===== config.mk =====
export PLATFORM = sky130hd
export DESIGN_NAME = color_key_run_extractor_unit_flat
export DESIGN_NICKNAME = d
export VERILOG_FILES = /design/src/sv/ckre_pkg.sv /design/src/sv/ckre_ifs.sv /design/src/sv/ckre_front.sv /design/src/sv/ckre_queue.sv /design/src/sv/ckre_back.sv /design/src/sv/color_key_run_extractor_unit.sv /design/src/flat_wrapper.sv
export VERILOG_INCLUDE_DIRS = /design/src /design/src/sv
export SDC_FILE = /design/constraint.sdc
export NUM_CORES = 1
export LEC_CHECK = 0
export BUFFER_PORTS_ARGS = -buffer_cell sky130_fd_sc_hd__buf_2
export CAP_MARGIN = 20
export CORE_MARGIN = 5
export CORE_UTILIZATION = 50
export CTS_BUF_LIST = sky130_fd_sc_hd__clkbuf_4 sky130_fd_sc_hd__clkbuf_8
export DETAILED_ROUTE_END_ITERATION = 8
export PLACE_DENSITY = 0.68
export SETUP_SLACK_MARGIN = 0.1
export SLEW_MARGIN = 30
export SYNTH_ARGS = -nofsm -noshare
export SYNTH_HDL_FRONTEND = slang
export SYNTH_SLANG_ARGS = --single-unit

===== constraint.sdc =====
create_clock -name clk -period 7.3 [get_ports clk]
set_clock_uncertainty 0.15 [all_clocks]
set_input_delay 0.73 -clock clk [delete_from_list [all_inputs] [get_ports clk]]
set_output_delay 0.73 -clock clk [all_outputs]
set_load 0.02 [all_outputs]

===== src/sv/assert_macros.svh =====
// ---------------------------------------------------------------------------
// assertion macros
// concurrent assertion helpers used by the top level rtl file
// ---------------------------------------------------------------------------
`ifndef ASSERT_MACROS_SVH
`define ASSERT_MACROS_SVH
`ifndef SYNTHESIS
// property must hold at every edge outside reset
`define CKRE_ASSERT(lbl, ck, rs, prop, msg) \
  lbl: assert property (@(posedge ck) disable iff (rs) (prop)) else $error(msg);
// condition must never be seen outside reset
`define CKRE_NEVER(lbl, ck, rs, cond, msg) \
  `CKRE_ASSERT(lbl, ck, rs, !(cond), msg)
`else
`define CKRE_ASSERT(lbl, ck, rs, prop, msg)
`define CKRE_NEVER(lbl, ck, rs, cond, msg)
`endif
`endif


===== src/sv/ckre_pkg.sv =====
// ---------------------------------------------------------------------------
// ckre_pkg
// shared types and constants of the color key run extractor
// ---------------------------------------------------------------------------
`default_nettype none
package ckre_pkg;

  localparam int PIX_W       = 24;
  localparam int COORD_W     = 13;
  localparam int ROW_W       = 12;
  localparam int CNT_OUT_W   = 11;
  localparam int MAX_WIDTH   = 4096;
  localparam int ROW_LIMIT   = 4096;
  localparam int BATCH_SIZE  = 2000;
  localparam int BATCH_CNT_W = $clog2(BATCH_SIZE + 1);
  localparam int QUEUE_DEPTH = 4;
  localparam int QPTR_W      = $clog2(QUEUE_DEPTH);
  localparam int CFG_IDX_W   = 3;
  localparam int CFG_DATA_W  = 24;

  localparam logic [COORD_W-1:0] ROW_MAX   = '1;
  localparam logic [COORD_W-1:0] BOX_EMPTY = '1;

  // configuration register indexes
  typedef enum logic [CFG_IDX_W-1:0] {
    REG_KEY_COLOR    = 3'd0,
    REG_IMAGE_WIDTH  = 3'd1,
    REG_BOUND_LEFT   = 3'd2,
    REG_BOUND_RIGHT  = 3'd3,
    REG_BOUND_TOP    = 3'd4,
    REG_BOUND_BOTTOM = 3'd5
  } cfg_reg_e;

  typedef struct packed {
    logic [PIX_W-1:0]   key_color;
    logic [COORD_W-1:0] image_width;
    logic [COORD_W-1:0] bound_left;
    logic [COORD_W-1:0] bound_right;
    logic [COORD_W-1:0] bound_top;
    logic [COORD_W-1:0] bound_bottom;
  } cfg_regs_t;

  // what one pixel leaves for the back end
  typedef struct packed {
    logic               have_run;
    logic               flush;
    logic [ROW_W-1:0]   run_row;
    logic [ROW_W-1:0]   run_start;
    logic [COORD_W-1:0] run_end;
  } run_event_t;

  typedef struct packed {
    logic full;
    logic empty;
  } queue_status_t;

  typedef enum logic [1:0] {
    BK_FIRST,
    BK_FULL,
    BK_FLUSH
  } back_state_t;

  typedef struct packed {
    logic                 kind;
    logic [ROW_W-1:0]     run_row;
    logic [ROW_W-1:0]     run_start;
    logic [COORD_W-1:0]   run_end;
    logic [COORD_W-1:0]   box_left;
    logic [COORD_W-1:0]   box_top;
    logic [COORD_W-1:0]   box_right;
    logic [COORD_W-1:0]   box_bottom;
    logic [CNT_OUT_W-1:0] box_count;
    logic                 last;
  } result_t;

endpackage
`default_nettype wire


===== src/sv/ckre_ifs.sv =====
// ---------------------------------------------------------------------------
// ckre channel interfaces
// pixel input, result output and configuration write channels
// ---------------------------------------------------------------------------
`default_nettype none
interface ckre_pixel_if;
  import ckre_pkg::*;
  logic             valid;
  logic             ready;
  logic [PIX_W-1:0] pixel;
  logic             end_of_frame;
  modport source (output valid, pixel, end_of_frame, input ready);
  modport sink   (input valid, pixel, end_of_frame, output ready);
endinterface

interface ckre_result_if;
  import ckre_pkg::*;
  logic                 valid;
  logic                 ready;
  logic                 kind;
  logic [ROW_W-1:0]     run_row;
  logic [ROW_W-1:0]     run_start;
  logic [COORD_W-1:0]   run_end;
  logic [COORD_W-1:0]   box_left;
  logic [COORD_W-1:0]   box_top;
  logic [COORD_W-1:0]   box_right;
  logic [COORD_W-1:0]   box_bottom;
  logic [CNT_OUT_W-1:0] box_count;
  logic                 last;
  modport source (output valid, kind, run_row, run_start, run_end, box_left, box_top,
                  box_right, box_bottom, box_count, last, input ready);
  modport sink   (input valid, kind, run_row, run_start, run_end, box_left, box_top,
                  box_right, box_bottom, box_count, last, output ready);
endinterface

interface ckre_cfg_if;
  import ckre_pkg::*;
  logic                  valid;
  logic                  ready;
  logic [CFG_IDX_W-1:0]  index;
  logic [CFG_DATA_W-1:0] data;
  modport source (output valid, index, data, input ready);
  modport sink   (input valid, index, data, output ready);
endinterface
`default_nettype wire


===== src/sv/ckre_front.sv =====
// ---------------------------------------------------------------------------
// ckre_front
// raster position tracking and run detection, one pixel per clock while the queue is not full
// ---------------------------------------------------------------------------
`default_nettype none
module ckre_front (
  input  wire                      clk,
  input  wire                      rst,
  input  ckre_pkg::cfg_regs_t      cfg,
  ckre_pixel_if.sink               in_ch,
  input  ckre_pkg::queue_status_t  q_status,
  output logic                     push,
  output ckre_pkg::run_event_t     ev
);
  import ckre_pkg::*;

  logic [COORD_W-1:0] column, column_next;
  logic [COORD_W-1:0] row, row_next;
  logic               in_run, in_run_next;
  logic [ROW_W-1:0]   start_column, start_column_next;
  logic               flushed, flushed_next;

  logic               accept;
  logic [COORD_W-1:0] width_eff;
  logic [COORD_W-1:0] bottom_eff;
  logic [COORD_W:0]   col_inc;
  logic [COORD_W:0]   row_inc;
  logic               is_key, row_ok, row_end, eof, start_ok;
  logic               have_run, flush;
  logic [COORD_W-1:0] run_end;

  assign in_ch.ready = !q_status.full;
  assign accept      = in_ch.valid && in_ch.ready;
  assign eof         = in_ch.end_of_frame;

  always_comb begin
    // width limited to 1..MAX_WIDTH, bottom bound to ROW_LIMIT
    if (cfg.image_width == '0) begin
      width_eff = COORD_W'(1);
    end else if (cfg.image_width > COORD_W'(MAX_WIDTH)) begin
      width_eff = COORD_W'(MAX_WIDTH);
    end else begin
      width_eff = cfg.image_width;
    end
    if (cfg.bound_bottom < COORD_W'(ROW_LIMIT)) begin
      bottom_eff = cfg.bound_bottom;
    end else begin
      bottom_eff = COORD_W'(ROW_LIMIT);
    end
  end

  assign col_inc  = {1'b0, column} + (COORD_W+1)'(1);
  assign row_inc  = {1'b0, row} + (COORD_W+1)'(1);
  assign is_key   = in_ch.pixel == cfg.key_color;
  assign row_ok   = (row >= cfg.bound_top) && (row < bottom_eff);
  assign row_end  = eof || (col_inc >= {1'b0, width_eff});
  assign start_ok = !is_key && row_ok && (column >= cfg.bound_left) &&
                    (column < cfg.bound_right) && (column < width_eff);

  always_comb begin
    have_run          = 1'b0;
    run_end           = '0;
    in_run_next       = in_run;
    start_column_next = start_column;
    if (in_run) begin
      if (is_key) begin
        have_run    = 1'b1;
        run_end     = column;
        in_run_next = 1'b0;
      end
    end else if (start_ok) begin
      in_run_next       = 1'b1;
      start_column_next = column[ROW_W-1:0];
    end
    // row end closes whatever is still open
    if (row_end && in_run_next) begin
      have_run    = 1'b1;
      run_end     = col_inc[COORD_W-1:0];
      in_run_next = 1'b0;
    end

    flush        = row_end && !flushed && (eof || row_inc >= {1'b0, bottom_eff});
    flushed_next = flushed || flush;

    if (eof) begin
      column_next  = '0;
      row_next     = '0;
      in_run_next  = 1'b0;
      flushed_next = 1'b0;
    end else if (row_end) begin
      column_next = '0;
      row_next    = (row < ROW_MAX) ? row_inc[COORD_W-1:0] : row;
    end else begin
      column_next = col_inc[COORD_W-1:0];
      row_next    = row;
    end
  end

  assign push         = accept && (have_run || flush);
  assign ev.have_run  = have_run;
  assign ev.flush     = flush;
  assign ev.run_row   = row[ROW_W-1:0];
  assign ev.run_start = start_column_next;
  assign ev.run_end   = run_end;

  always_ff @(posedge clk) begin
    if (rst) begin
      column       <= '0;
      row          <= '0;
      in_run       <= 1'b0;
      start_column <= '0;
      flushed      <= 1'b0;
    end else if (accept) begin
      column       <= column_next;
      row          <= row_next;
      in_run       <= in_run_next;
      start_column <= start_column_next;
      flushed      <= flushed_next;
    end
  end

endmodule
`default_nettype wire


===== src/sv/ckre_queue.sv =====
// ---------------------------------------------------------------------------
// ckre_queue
// short event queue between the front end and the back end
// ---------------------------------------------------------------------------
`default_nettype none
module ckre_queue (
  input  wire                      clk,
  input  wire                      rst,
  input  wire                      push,
  input  ckre_pkg::run_event_t     ev_in,
  input  wire                      pop,
  output ckre_pkg::run_event_t     head,
  output ckre_pkg::queue_status_t  status
);
  import ckre_pkg::*;

  run_event_t        slots [QUEUE_DEPTH];
  logic [QPTR_W-1:0] wr_ptr, rd_ptr;
  logic [QPTR_W:0]   count, count_next;
  logic              do_push, do_pop;

  assign status.full  = count == (QPTR_W+1)'(QUEUE_DEPTH);
  assign status.empty = count == '0;
  assign do_push      = push && !status.full;
  assign do_pop       = pop && !status.empty;
  assign head         = slots[rd_ptr];

  always_comb begin
    count_next = count;
    if (do_push && !do_pop) begin
      count_next = count + (QPTR_W+1)'(1);
    end else if (do_pop && !do_push) begin
      count_next = count - (QPTR_W+1)'(1);
    end
  end

  always_ff @(posedge clk) begin
    if (do_push) begin
      slots[wr_ptr] <= ev_in;
    end
  end

  always_ff @(posedge clk) begin
    if (rst) begin
      wr_ptr <= '0;
      rd_ptr <= '0;
      count  <= '0;
    end else begin
      if (do_push) begin
        wr_ptr <= wr_ptr + QPTR_W'(1);
      end
      if (do_pop) begin
        rd_ptr <= rd_ptr + QPTR_W'(1);
      end
      count <= count_next;
    end
  end

endmodule
`default_nettype wire


===== src/sv/ckre_back.sv =====
// ---------------------------------------------------------------------------
// ckre_back
// batch bounding box upkeep and result sequencing into the output register
// ---------------------------------------------------------------------------
`default_nettype none
module ckre_back (
  input  wire                      clk,
  input  wire                      rst,
  input  ckre_pkg::run_event_t     head,
  input  ckre_pkg::queue_status_t  q_status,
  output logic                     pop,
  ckre_result_if.source            out_ch
);
  import ckre_pkg::*;

  back_state_t            state, state_next;
  logic [BATCH_CNT_W-1:0] batch_runs, batch_runs_next;
  logic [COORD_W-1:0]     batch_left, batch_left_next;
  logic [COORD_W-1:0]     batch_top, batch_top_next;
  logic [COORD_W-1:0]     batch_right, batch_right_next;
  logic [COORD_W-1:0]     batch_bottom, batch_bottom_next;
  logic                   out_valid;
  result_t                out_data;

  logic                   out_free, emit;
  result_t                res, box_res;
  logic [COORD_W-1:0]     start_ext, row_ext, row_plus;
  logic [COORD_W-1:0]     upd_left, upd_top, upd_right, upd_bottom;
  logic [BATCH_CNT_W-1:0] upd_runs;
  logic                   full_hit;

  assign out_free  = !out_valid || out_ch.ready;
  assign start_ext = COORD_W'(head.run_start);
  assign row_ext   = COORD_W'(head.run_row);
  assign row_plus  = row_ext + COORD_W'(1);

  // batch after adding the head run
  assign upd_left   = (start_ext < batch_left) ? start_ext : batch_left;
  assign upd_top    = (row_ext < batch_top) ? row_ext : batch_top;
  assign upd_right  = (head.run_end > batch_right) ? head.run_end : batch_right;
  assign upd_bottom = (row_plus > batch_bottom) ? row_plus : batch_bottom;
  assign upd_runs   = batch_runs + BATCH_CNT_W'(1);
  assign full_hit   = upd_runs == BATCH_CNT_W'(BATCH_SIZE);

  always_comb begin
    box_res            = '0;
    box_res.kind       = 1'b1;
    box_res.box_left   = batch_left;
    box_res.box_top    = batch_top;
    box_res.box_right  = batch_right;
    box_res.box_bottom = batch_bottom;
    box_res.box_count  = CNT_OUT_W'(batch_runs);
  end

  always_comb begin
    state_next        = state;
    emit              = 1'b0;
    pop               = 1'b0;
    res               = box_res;
    batch_runs_next   = batch_runs;
    batch_left_next   = batch_left;
    batch_top_next    = batch_top;
    batch_right_next  = batch_right;
    batch_bottom_next = batch_bottom;
    if (!q_status.empty && out_free) begin
      emit = 1'b1;
      // a box record empties the batch unless overridden below
      batch_runs_next   = '0;
      batch_left_next   = BOX_EMPTY;
      batch_top_next    = BOX_EMPTY;
      batch_right_next  = '0;
      batch_bottom_next = '0;
      case (state)
        BK_FIRST: begin
          if (head.have_run) begin
            res               = '0;
            res.run_row       = head.run_row;
            res.run_start     = head.run_start;
            res.run_end       = head.run_end;
            batch_runs_next   = upd_runs;
            batch_left_next   = upd_left;
            batch_top_next    = upd_top;
            batch_right_next  = upd_right;
            batch_bottom_next = upd_bottom;
            if (full_hit) begin
              state_next = BK_FULL;
            end else if (head.flush) begin
              state_next = BK_FLUSH;
            end else begin
              res.last = 1'b1;
              pop      = 1'b1;
            end
          end else begin
            res.last = 1'b1;
            pop      = 1'b1;
          end
        end
        BK_FULL: begin
          if (head.flush) begin
            state_next = BK_FLUSH;
          end else begin
            res.last   = 1'b1;
            pop        = 1'b1;
            state_next = BK_FIRST;
          end
        end
        BK_FLUSH: begin
          res.last   = 1'b1;
          pop        = 1'b1;
          state_next = BK_FIRST;
        end
        default: begin
          emit              = 1'b0;
          state_next        = BK_FIRST;
          batch_runs_next   = batch_runs;
          batch_left_next   = batch_left;
          batch_top_next    = batch_top;
          batch_right_next  = batch_right;
          batch_bottom_next = batch_bottom;
        end
      endcase
    end
  end

  always_ff @(posedge clk) begin
    if (rst) begin
      state        <= BK_FIRST;
      batch_runs   <= '0;
      batch_left   <= BOX_EMPTY;
      batch_top    <= BOX_EMPTY;
      batch_right  <= '0;
      batch_bottom <= '0;
      out_valid    <= 1'b0;
    end else begin
      state        <= state_next;
      batch_runs   <= batch_runs_next;
      batch_left   <= batch_left_next;
      batch_top    <= batch_top_next;
      batch_right  <= batch_right_next;
      batch_bottom <= batch_bottom_next;
      if (out_free) begin
        out_valid <= emit;
      end
    end
  end

  always_ff @(posedge clk) begin
    if (out_free && emit) begin
      out_data <= res;
    end
  end

  assign out_ch.valid      = out_valid;
  assign out_ch.kind       = out_data.kind;
  assign out_ch.run_row    = out_data.run_row;
  assign out_ch.run_start  = out_data.run_start;
  assign out_ch.run_end    = out_data.run_end;
  assign out_ch.box_left   = out_data.box_left;
  assign out_ch.box_top    = out_data.box_top;
  assign out_ch.box_right  = out_data.box_right;
  assign out_ch.box_bottom = out_data.box_bottom;
  assign out_ch.box_count  = out_data.box_count;
  assign out_ch.last       = out_data.last;

endmodule
`default_nettype wire


===== src/sv/color_key_run_extractor_unit.sv =====
// ---------------------------------------------------------------------------
// color_key_run_extractor_unit
// color key run extraction with batch bounding boxes, top level
// ---------------------------------------------------------------------------
// Takes one 24-bit pixel per clock in raster order and emits a run record for
// every span of non-key pixels that starts inside the column and row bounds,
// plus a batch bounding box record each time a batch fills and once as the
// final flush after the last bounded row (or at end_of_frame). A pixel that
// causes no result produces nothing on the output; a pixel that causes
// results sends one to three of them, the last one flagged with last. The
// front end accepts a pixel every clock while the queue is not full and the
// back end moves one result per clock into a registered output while that
// register is free, so the first result of a pixel passes through the queue
// and then the output register before it is offered. A four-entry event
// queue absorbs pixels that cause two or three results, and input ready
// drops only while that queue is full. Ready stays high while results are
// taken as they come and extra records (full batch boxes and final flushes)
// do not arrive faster than the back end drains them; one-pixel frames that
// each close a run and flush slow input to the back end's pace. Configuration
// writes are always accepted and must only be issued while the block is idle.
`default_nettype none
`include "assert_macros.svh"
module color_key_run_extractor_unit (
  input  wire           clk,
  input  wire           rst,
  ckre_pixel_if.sink    in_ch,
  ckre_result_if.source out_ch,
  ckre_cfg_if.sink      cfg
);
  import ckre_pkg::*;

  // configuration registers
  cfg_regs_t     cfg_regs;

  // front to queue to back
  logic          push;
  logic          pop;
  run_event_t    ev;
  run_event_t    head;
  queue_status_t q_status;

  // config channel never stalls
  assign cfg.ready = 1'b1;

  always_ff @(posedge clk) begin
    if (rst) begin
      cfg_regs.key_color    <= '0;
      cfg_regs.image_width  <= COORD_W'(640);
      cfg_regs.bound_left   <= '0;
      cfg_regs.bound_right  <= COORD_W'(640);
      cfg_regs.bound_top    <= '0;
      cfg_regs.bound_bottom <= COORD_W'(480);
    end else if (cfg.valid) begin
      case (cfg.index)
        REG_KEY_COLOR:    cfg_regs.key_color    <= cfg.data[PIX_W-1:0];
        REG_IMAGE_WIDTH:  cfg_regs.image_width  <= cfg.data[COORD_W-1:0];
        REG_BOUND_LEFT:   cfg_regs.bound_left   <= cfg.data[COORD_W-1:0];
        REG_BOUND_RIGHT:  cfg_regs.bound_right  <= cfg.data[COORD_W-1:0];
        REG_BOUND_TOP:    cfg_regs.bound_top    <= cfg.data[COORD_W-1:0];
        REG_BOUND_BOTTOM: cfg_regs.bound_bottom <= cfg.data[COORD_W-1:0];
        default: ;  // unknown index, write dropped
      endcase
    end
  end

  // front end: position counters, key compare, run open and close
  ckre_front u_front (
    .clk      (clk),
    .rst      (rst),
    .cfg      (cfg_regs),
    .in_ch    (in_ch),
    .q_status (q_status),
    .push     (push),
    .ev       (ev)
  );

  // event queue, one entry per pixel that causes results
  ckre_queue u_queue (
    .clk    (clk),
    .rst    (rst),
    .push   (push),
    .ev_in  (ev),
    .pop    (pop),
    .head   (head),
    .status (q_status)
  );

  // back end: batch box and result sequencing
  ckre_back u_back (
    .clk      (clk),
    .rst      (rst),
    .head     (head),
    .q_status (q_status),
    .pop      (pop),
    .out_ch   (out_ch)
  );

  // queue cannot look full and empty at once
  `CKRE_NEVER(a_queue_level, clk, rst, q_status.full && q_status.empty, "queue level corrupt")
  // every run covers at least one pixel
  `CKRE_ASSERT(a_run_len, clk, rst, (out_ch.valid && !out_ch.kind) |-> (out_ch.run_end > COORD_W'(out_ch.run_start)), "empty run")
  // a non-empty box spans at least one column
  `CKRE_ASSERT(a_box_span, clk, rst, (out_ch.valid && out_ch.kind && out_ch.box_count != '0) |-> (out_ch.box_right > out_ch.box_left), "box without width")
  // an empty box carries the empty markers
  `CKRE_ASSERT(a_box_empty, clk, rst, (out_ch.valid && out_ch.kind && out_ch.box_count == '0) |-> (out_ch.box_left == BOX_EMPTY && out_ch.box_right == '0), "empty box not marked")

endmodule
`default_nettype wire

===== src/flat_wrapper.sv =====
// flat-port wrapper written by rule: the top's interface ports become plain ports
module color_key_run_extractor_unit_flat import ckre_pkg::*;
  (clk, rst, in_ch_valid, in_ch_pixel, in_ch_end_of_frame, in_ch_ready, out_ch_valid, out_ch_kind, out_ch_run_row, out_ch_run_start, out_ch_run_end, out_ch_box_left, out_ch_box_top, out_ch_box_right, out_ch_box_bottom, out_ch_box_count, out_ch_last, out_ch_ready, cfg_valid, cfg_index, cfg_data, cfg_ready);
  ckre_pixel_if in_ch_i ();
  ckre_result_if out_ch_i ();
  ckre_cfg_if cfg_i ();
  input  wire clk;
  input  wire rst;
  input wire logic [$bits(in_ch_i.valid)-1:0] in_ch_valid;
  input wire logic [$bits(in_ch_i.pixel)-1:0] in_ch_pixel;
  input wire logic [$bits(in_ch_i.end_of_frame)-1:0] in_ch_end_of_frame;
  output wire logic [$bits(in_ch_i.ready)-1:0] in_ch_ready;
  output wire logic [$bits(out_ch_i.valid)-1:0] out_ch_valid;
  output wire logic [$bits(out_ch_i.kind)-1:0] out_ch_kind;
  output wire logic [$bits(out_ch_i.run_row)-1:0] out_ch_run_row;
  output wire logic [$bits(out_ch_i.run_start)-1:0] out_ch_run_start;
  output wire logic [$bits(out_ch_i.run_end)-1:0] out_ch_run_end;
  output wire logic [$bits(out_ch_i.box_left)-1:0] out_ch_box_left;
  output wire logic [$bits(out_ch_i.box_top)-1:0] out_ch_box_top;
  output wire logic [$bits(out_ch_i.box_right)-1:0] out_ch_box_right;
  output wire logic [$bits(out_ch_i.box_bottom)-1:0] out_ch_box_bottom;
  output wire logic [$bits(out_ch_i.box_count)-1:0] out_ch_box_count;
  output wire logic [$bits(out_ch_i.last)-1:0] out_ch_last;
  input wire logic [$bits(out_ch_i.ready)-1:0] out_ch_ready;
  input wire logic [$bits(cfg_i.valid)-1:0] cfg_valid;
  input wire logic [$bits(cfg_i.index)-1:0] cfg_index;
  input wire logic [$bits(cfg_i.data)-1:0] cfg_data;
  output wire logic [$bits(cfg_i.ready)-1:0] cfg_ready;
  assign in_ch_i.valid = in_ch_valid;
  assign in_ch_i.pixel = in_ch_pixel;
  assign in_ch_i.end_of_frame = in_ch_end_of_frame;
  assign in_ch_ready = in_ch_i.ready;
  assign out_ch_valid = out_ch_i.valid;
  assign out_ch_kind = out_ch_i.kind;
  assign out_ch_run_row = out_ch_i.run_row;
  assign out_ch_run_start = out_ch_i.run_start;
  assign out_ch_run_end = out_ch_i.run_end;
  assign out_ch_box_left = out_ch_i.box_left;
  assign out_ch_box_top = out_ch_i.box_top;
  assign out_ch_box_right = out_ch_i.box_right;
  assign out_ch_box_bottom = out_ch_i.box_bottom;
  assign out_ch_box_count = out_ch_i.box_count;
  assign out_ch_last = out_ch_i.last;
  assign out_ch_i.ready = out_ch_ready;
  assign cfg_i.valid = cfg_valid;
  assign cfg_i.index = cfg_index;
  assign cfg_i.data = cfg_data;
  assign cfg_ready = cfg_i.ready;
  color_key_run_extractor_unit u_core (.clk(clk), .rst(rst), .in_ch(in_ch_i), .out_ch(out_ch_i), .cfg(cfg_i));
endmodule

==> run summary <==
The floorplan step set the die width to 219 um. In the routed layout, each cell is associated on average with a via count of 5.45. The number of enable flip-flop cells after synthesis works out to 258.

Counting every net in the synthesized netlist gives 2217. Reg-to-reg critical path endpoint: u_core.u_queue.slots[2][16]. The tools report the critical path endpoint category as a flop. Post-CTS repair changed the size of 0 cells. Entering global routing, the biggest net connects 117 pins. The max-slew violation total from the final report came out at 0.

Power spread over the standard cell area amounts to 334 nW/um^2. For this block, the routed nets add up to 49.2 mm of wire. Based on the critical path, the design can be clocked at up to 198 MHz.

The signal arrival time at the worst endpoint was 5150 ps; the fraction of synthesized cell area taken by the top area cell type was 35.5%. The share of final-layout standard cells stronger than drive strength 1 works out to 17.4%. For the number of synthesis warnings, the log shows 0. Fill cells in the final layout number 3592. Launching point of the worst reg2reg path: u_core.u_front.column[1].

Largest fanout of any net on the critical path: 25. For the initial cell density of the core, the log shows 50.6%. By area the synthesized netlist is led by edfxtp_1 36%, dfxtp_1 19%, ha_1 8.7%. After detailed routing, the number of remaining DRC violations is 0. The tools report the overall die area as 47900 sq um. Dividing the detail-routed wire length by the instance count gives 17.5 um.

The initialized floorplan defines 76 standard-cell rows. The count of buffers added on input and output ports is 160. CTS placed an instance of clkbuf_8 at the clock tree root. The relative max-transition margin is 36.0%. The most used flip-flop cell after synthesis is edfxtp_1.

The delay contributed by the slowest stage of the critical path works out to 600 ps. The register-to-register setup slack came out at 2260 ps. The number of buffers inserted by hold repair at cts is 0.

The tools report the number of failing hold endpoints at the final stage as 0. The total buffers and inverters traversed by the critical path is 1. The number of clock sinks seen by CTS is 462. The initial antenna violation count is 1, and the number of instances in the synthesized netlist is 2008. In the final design database the tool counted 2377 nets. The via count of the first global-routing pass is 15300.

At the pin with the least slew margin, the transition time is 959 ps. Worst setup path startpoint: u_core.u_front.column[1]. Traced cell by cell, the critical path runs through ha_1, nand4_1, nor2_1, nand3_1, nor2_1, xor2_1, ha_1, nand4_1, a21o_1, o21ai_1, o21a_1, o21a_1, and2_1, buf_4. The area growth from synthesis to layout is 13.3%, and the DRC marker count from the first detailed-route iteration is 1046.

The first-pass GRT wire length was 79.4 mm; the number of nets with antenna violations after routing was 0. For the detailed-placement wirelength estimate, the log shows 34.6 mm. The pre-antenna-repair detailed-routing pass consisted of 5 iterations. edfxtp_1 takes more of the synthesized area than any other cell. The run gives 0 as the total of max-cap violations. Setup violations remaining at the end of the flow were counted as 0. In this run the cell area of the synthesized design comes to 21800 sq um.

Sequential cell area: 11800 sq um. Setup repair after global routing left no endpoint under its margin. For this run, the register share of the synthesized area comes to 54.3%.

The H-tree generated during clock tree synthesis spans 3 levels. The final critical path takes up 69.1% of the cycle. The number of I/O pins was 162; the remaining global-route overflow was 0. Global routing used 20.4% of the available tracks. 0 antenna diodes ended up in the layout.

TritonCTS built the clock tree. Counting flops with an async set or reset pin after synthesis yields a share of 0%. The total number of cells along the worst setup path came out at 14. After clock tree synthesis, the clock-pin slew on the worst setup and hold paths is 60 ps. The largest buffer count on any clock path was 3; the vertical die dimension was 219 um. In this run the static leakage power is 9.84 nW. The kind of critical path was flop to flop. The tools report the critical path startpoint category as a flop.

The average instance in the mapped netlist occupies 10.9 sq um. Counting distinct cell types in the post-synthesis netlist gives 68. VDD sags by at most 0.228 mV. TritonCTS created 75 clock buffers. The synthesized flop and latch total was 462; the area of the multi-input gates was 9170 sq um. The cell with the largest stage delay on the worst path was and2_1.

For the placeable core area, the log shows 43100 sq um. Buffers added to address setup during post-CTS repair amount to 0. The detailed router placed 15300 vias in this run. The cell family contributing the most delay on the critical path is simple AND/OR/NAND/NOR gates. The number of cells on the worst reg-to-reg path came out at 14. The flow ran to the end, and the final reports show no timing, DRC or antenna violations. The final setup TNS came out at 0 ps. Termination of the worst setup path: u_core.u_queue.slots[2][16].

The type of the most critical hold path is input pin to flop. The worst path needs 5040 ps of the cycle, external delays included. For the worst-skew pair, the clock arrives at the later sink with an insertion delay of 620 ps. The logs give 7410 ps for the required time at the worst-slack endpoint and 214 ps for the worst hold margin.

The final RePlAce weighted congestion is 0.896.
[per-layer routing]
| metal | up-vias | global-route usage, % | wire length (um) |
|---|---|---|---|
| li1 | 7505 | - | - |
| met5 | - | 0 | 11 |
| met4 | 2 | 5.46 | 938 |
| met1 | 7294 | 28.2 | 22500 |
| met2 | 461 | 33.4 | 22500 |
| met3 | 83 | 3.70 | 3250 |
[stage by stage]
stage / instances / util [%] / instance area, sq um / power (mW) / setup slack (ps)
floorplan: 2008 / - / 21800 / 5.25 / 1630
global route: 2814 / 57.4 / 24700 / 8.72 / 1920
global placement: 2674 / 53.6 / 23100 / 5.94 / 2200
finish: 2814 / 57.4 / 24700 / 8.25 / 2260
CTS: 2813 / 57.3 / 24700 / 8.31 / 2100
detailed placement: 2675 / 53.7 / 23100 / 6.00 / 2120
[power breakdown]
part	internal (mW)	leakage [nW]	total (mW)	switching [mW]
sequential	3.33	4.11	3.51	0.181
combinational	0.817	4.89	2.43	1.61
clock	1.30	0.833	2.31	1.01
total	5.45	9.84	8.25	2.80
[state kept, by name (all words and copies together), names as in the netlist, 13 cells and up, named ones only]
name / flops
u_core.u_back.batch_bottom: 13
u_core.u_back.batch_right: 13
u_core.u_back.batch_top: 13
u_core.u_back.out_ch.run_end: 13
u_core.u_back.out_ch.box_bottom: 13
u_core.u_front.column: 13
u_core.u_back.batch_left: 13
u_core.u_back.out_ch.box_top: 13
u_core.u_back.out_ch.box_left: 13
u_core.u_front.row: 13
u_core.cfg_regs: 89
u_core.u_queue.slots: 156
u_core.u_back.out_ch.box_right: 13
[tightest hold or removal path, cell delays in order]
cell,delay [ps]
buf_2,100
nand2_1,50
a21oi_1,50
[kinds of logic after synthesis]
kind of cell / Yosys count / synth area share [%]
DFF: 462 / 54.3
buffers and inverters: 216 / 3.88
adders and majority gates: 152 / 8.76
muxes: 68 / 5.43
xor gates and xnor gates: 58 / 2.33
AOI/OAI and AO/OA: 363 / 10.4
and+or+nand+nor: 688 / 14.9
other: 1 / 0.0172
[worst min path at each step]
stage	endpoint	depth (start not counted)	slack (ps)	from
detailed placement	u_core.cfg_regs[19]	2	300	u_core.cfg_regs[19]
global placement	u_core.cfg_regs[0]	2	290	u_core.cfg_regs[0]
finish	u_core.cfg_regs[83]	3	210	cfg_data[18]
global route	u_core.cfg_regs[81]	3	210	cfg_data[16]
CTS	u_core.cfg_regs[83]	3	180	cfg_data[18]
floorplan	u_core.cfg_regs[0]	2	280	u_core.cfg_regs[0]
[cells in the mapped netlist, drive strengths merged (43+ instances only)]
cell type and number:
nand2 271, edfxtp 258, dfxtp 204, a21oi 157, ha 151, nor2 140, inv 118, clkbuf 81
o21ai 53, and3 50, and2 47, xnor2 44, nor3 43
[placed cells by master, fill, tap and decap left out, drive strengths merged, types with 14 or more instances in the layout]
cell type,n
o21ai,53
xor2,14
xnor2,44
nor3,43
mux2i,16
and2,47
inv,120
nand2b,17
clkbuf,119
a31oi,18
a21o,21
buf,180
nand4,24
nand2,271
ha,151
o21bai,26
and3,50
edfxtp,258
nor2,140
a22o,21
mux4,39
dfxtp,204
nand3,38
a21oi,157
[cell type report]
| class | count | area share, % |
|---|---|---|
| timing repair buffer | 181 | 3.90 |
| sequential | 462 | 47.9 |
| inverter | 118 | 1.80 |
| clock buffer | 118 | 5.71 |
| clock inverter | 20 | 0.648 |
| tap | 585 | 2.96 |
| multi-input combinational | 1330 | 37.1 |
Note: power is estimated with default switching activity, not from simulation.
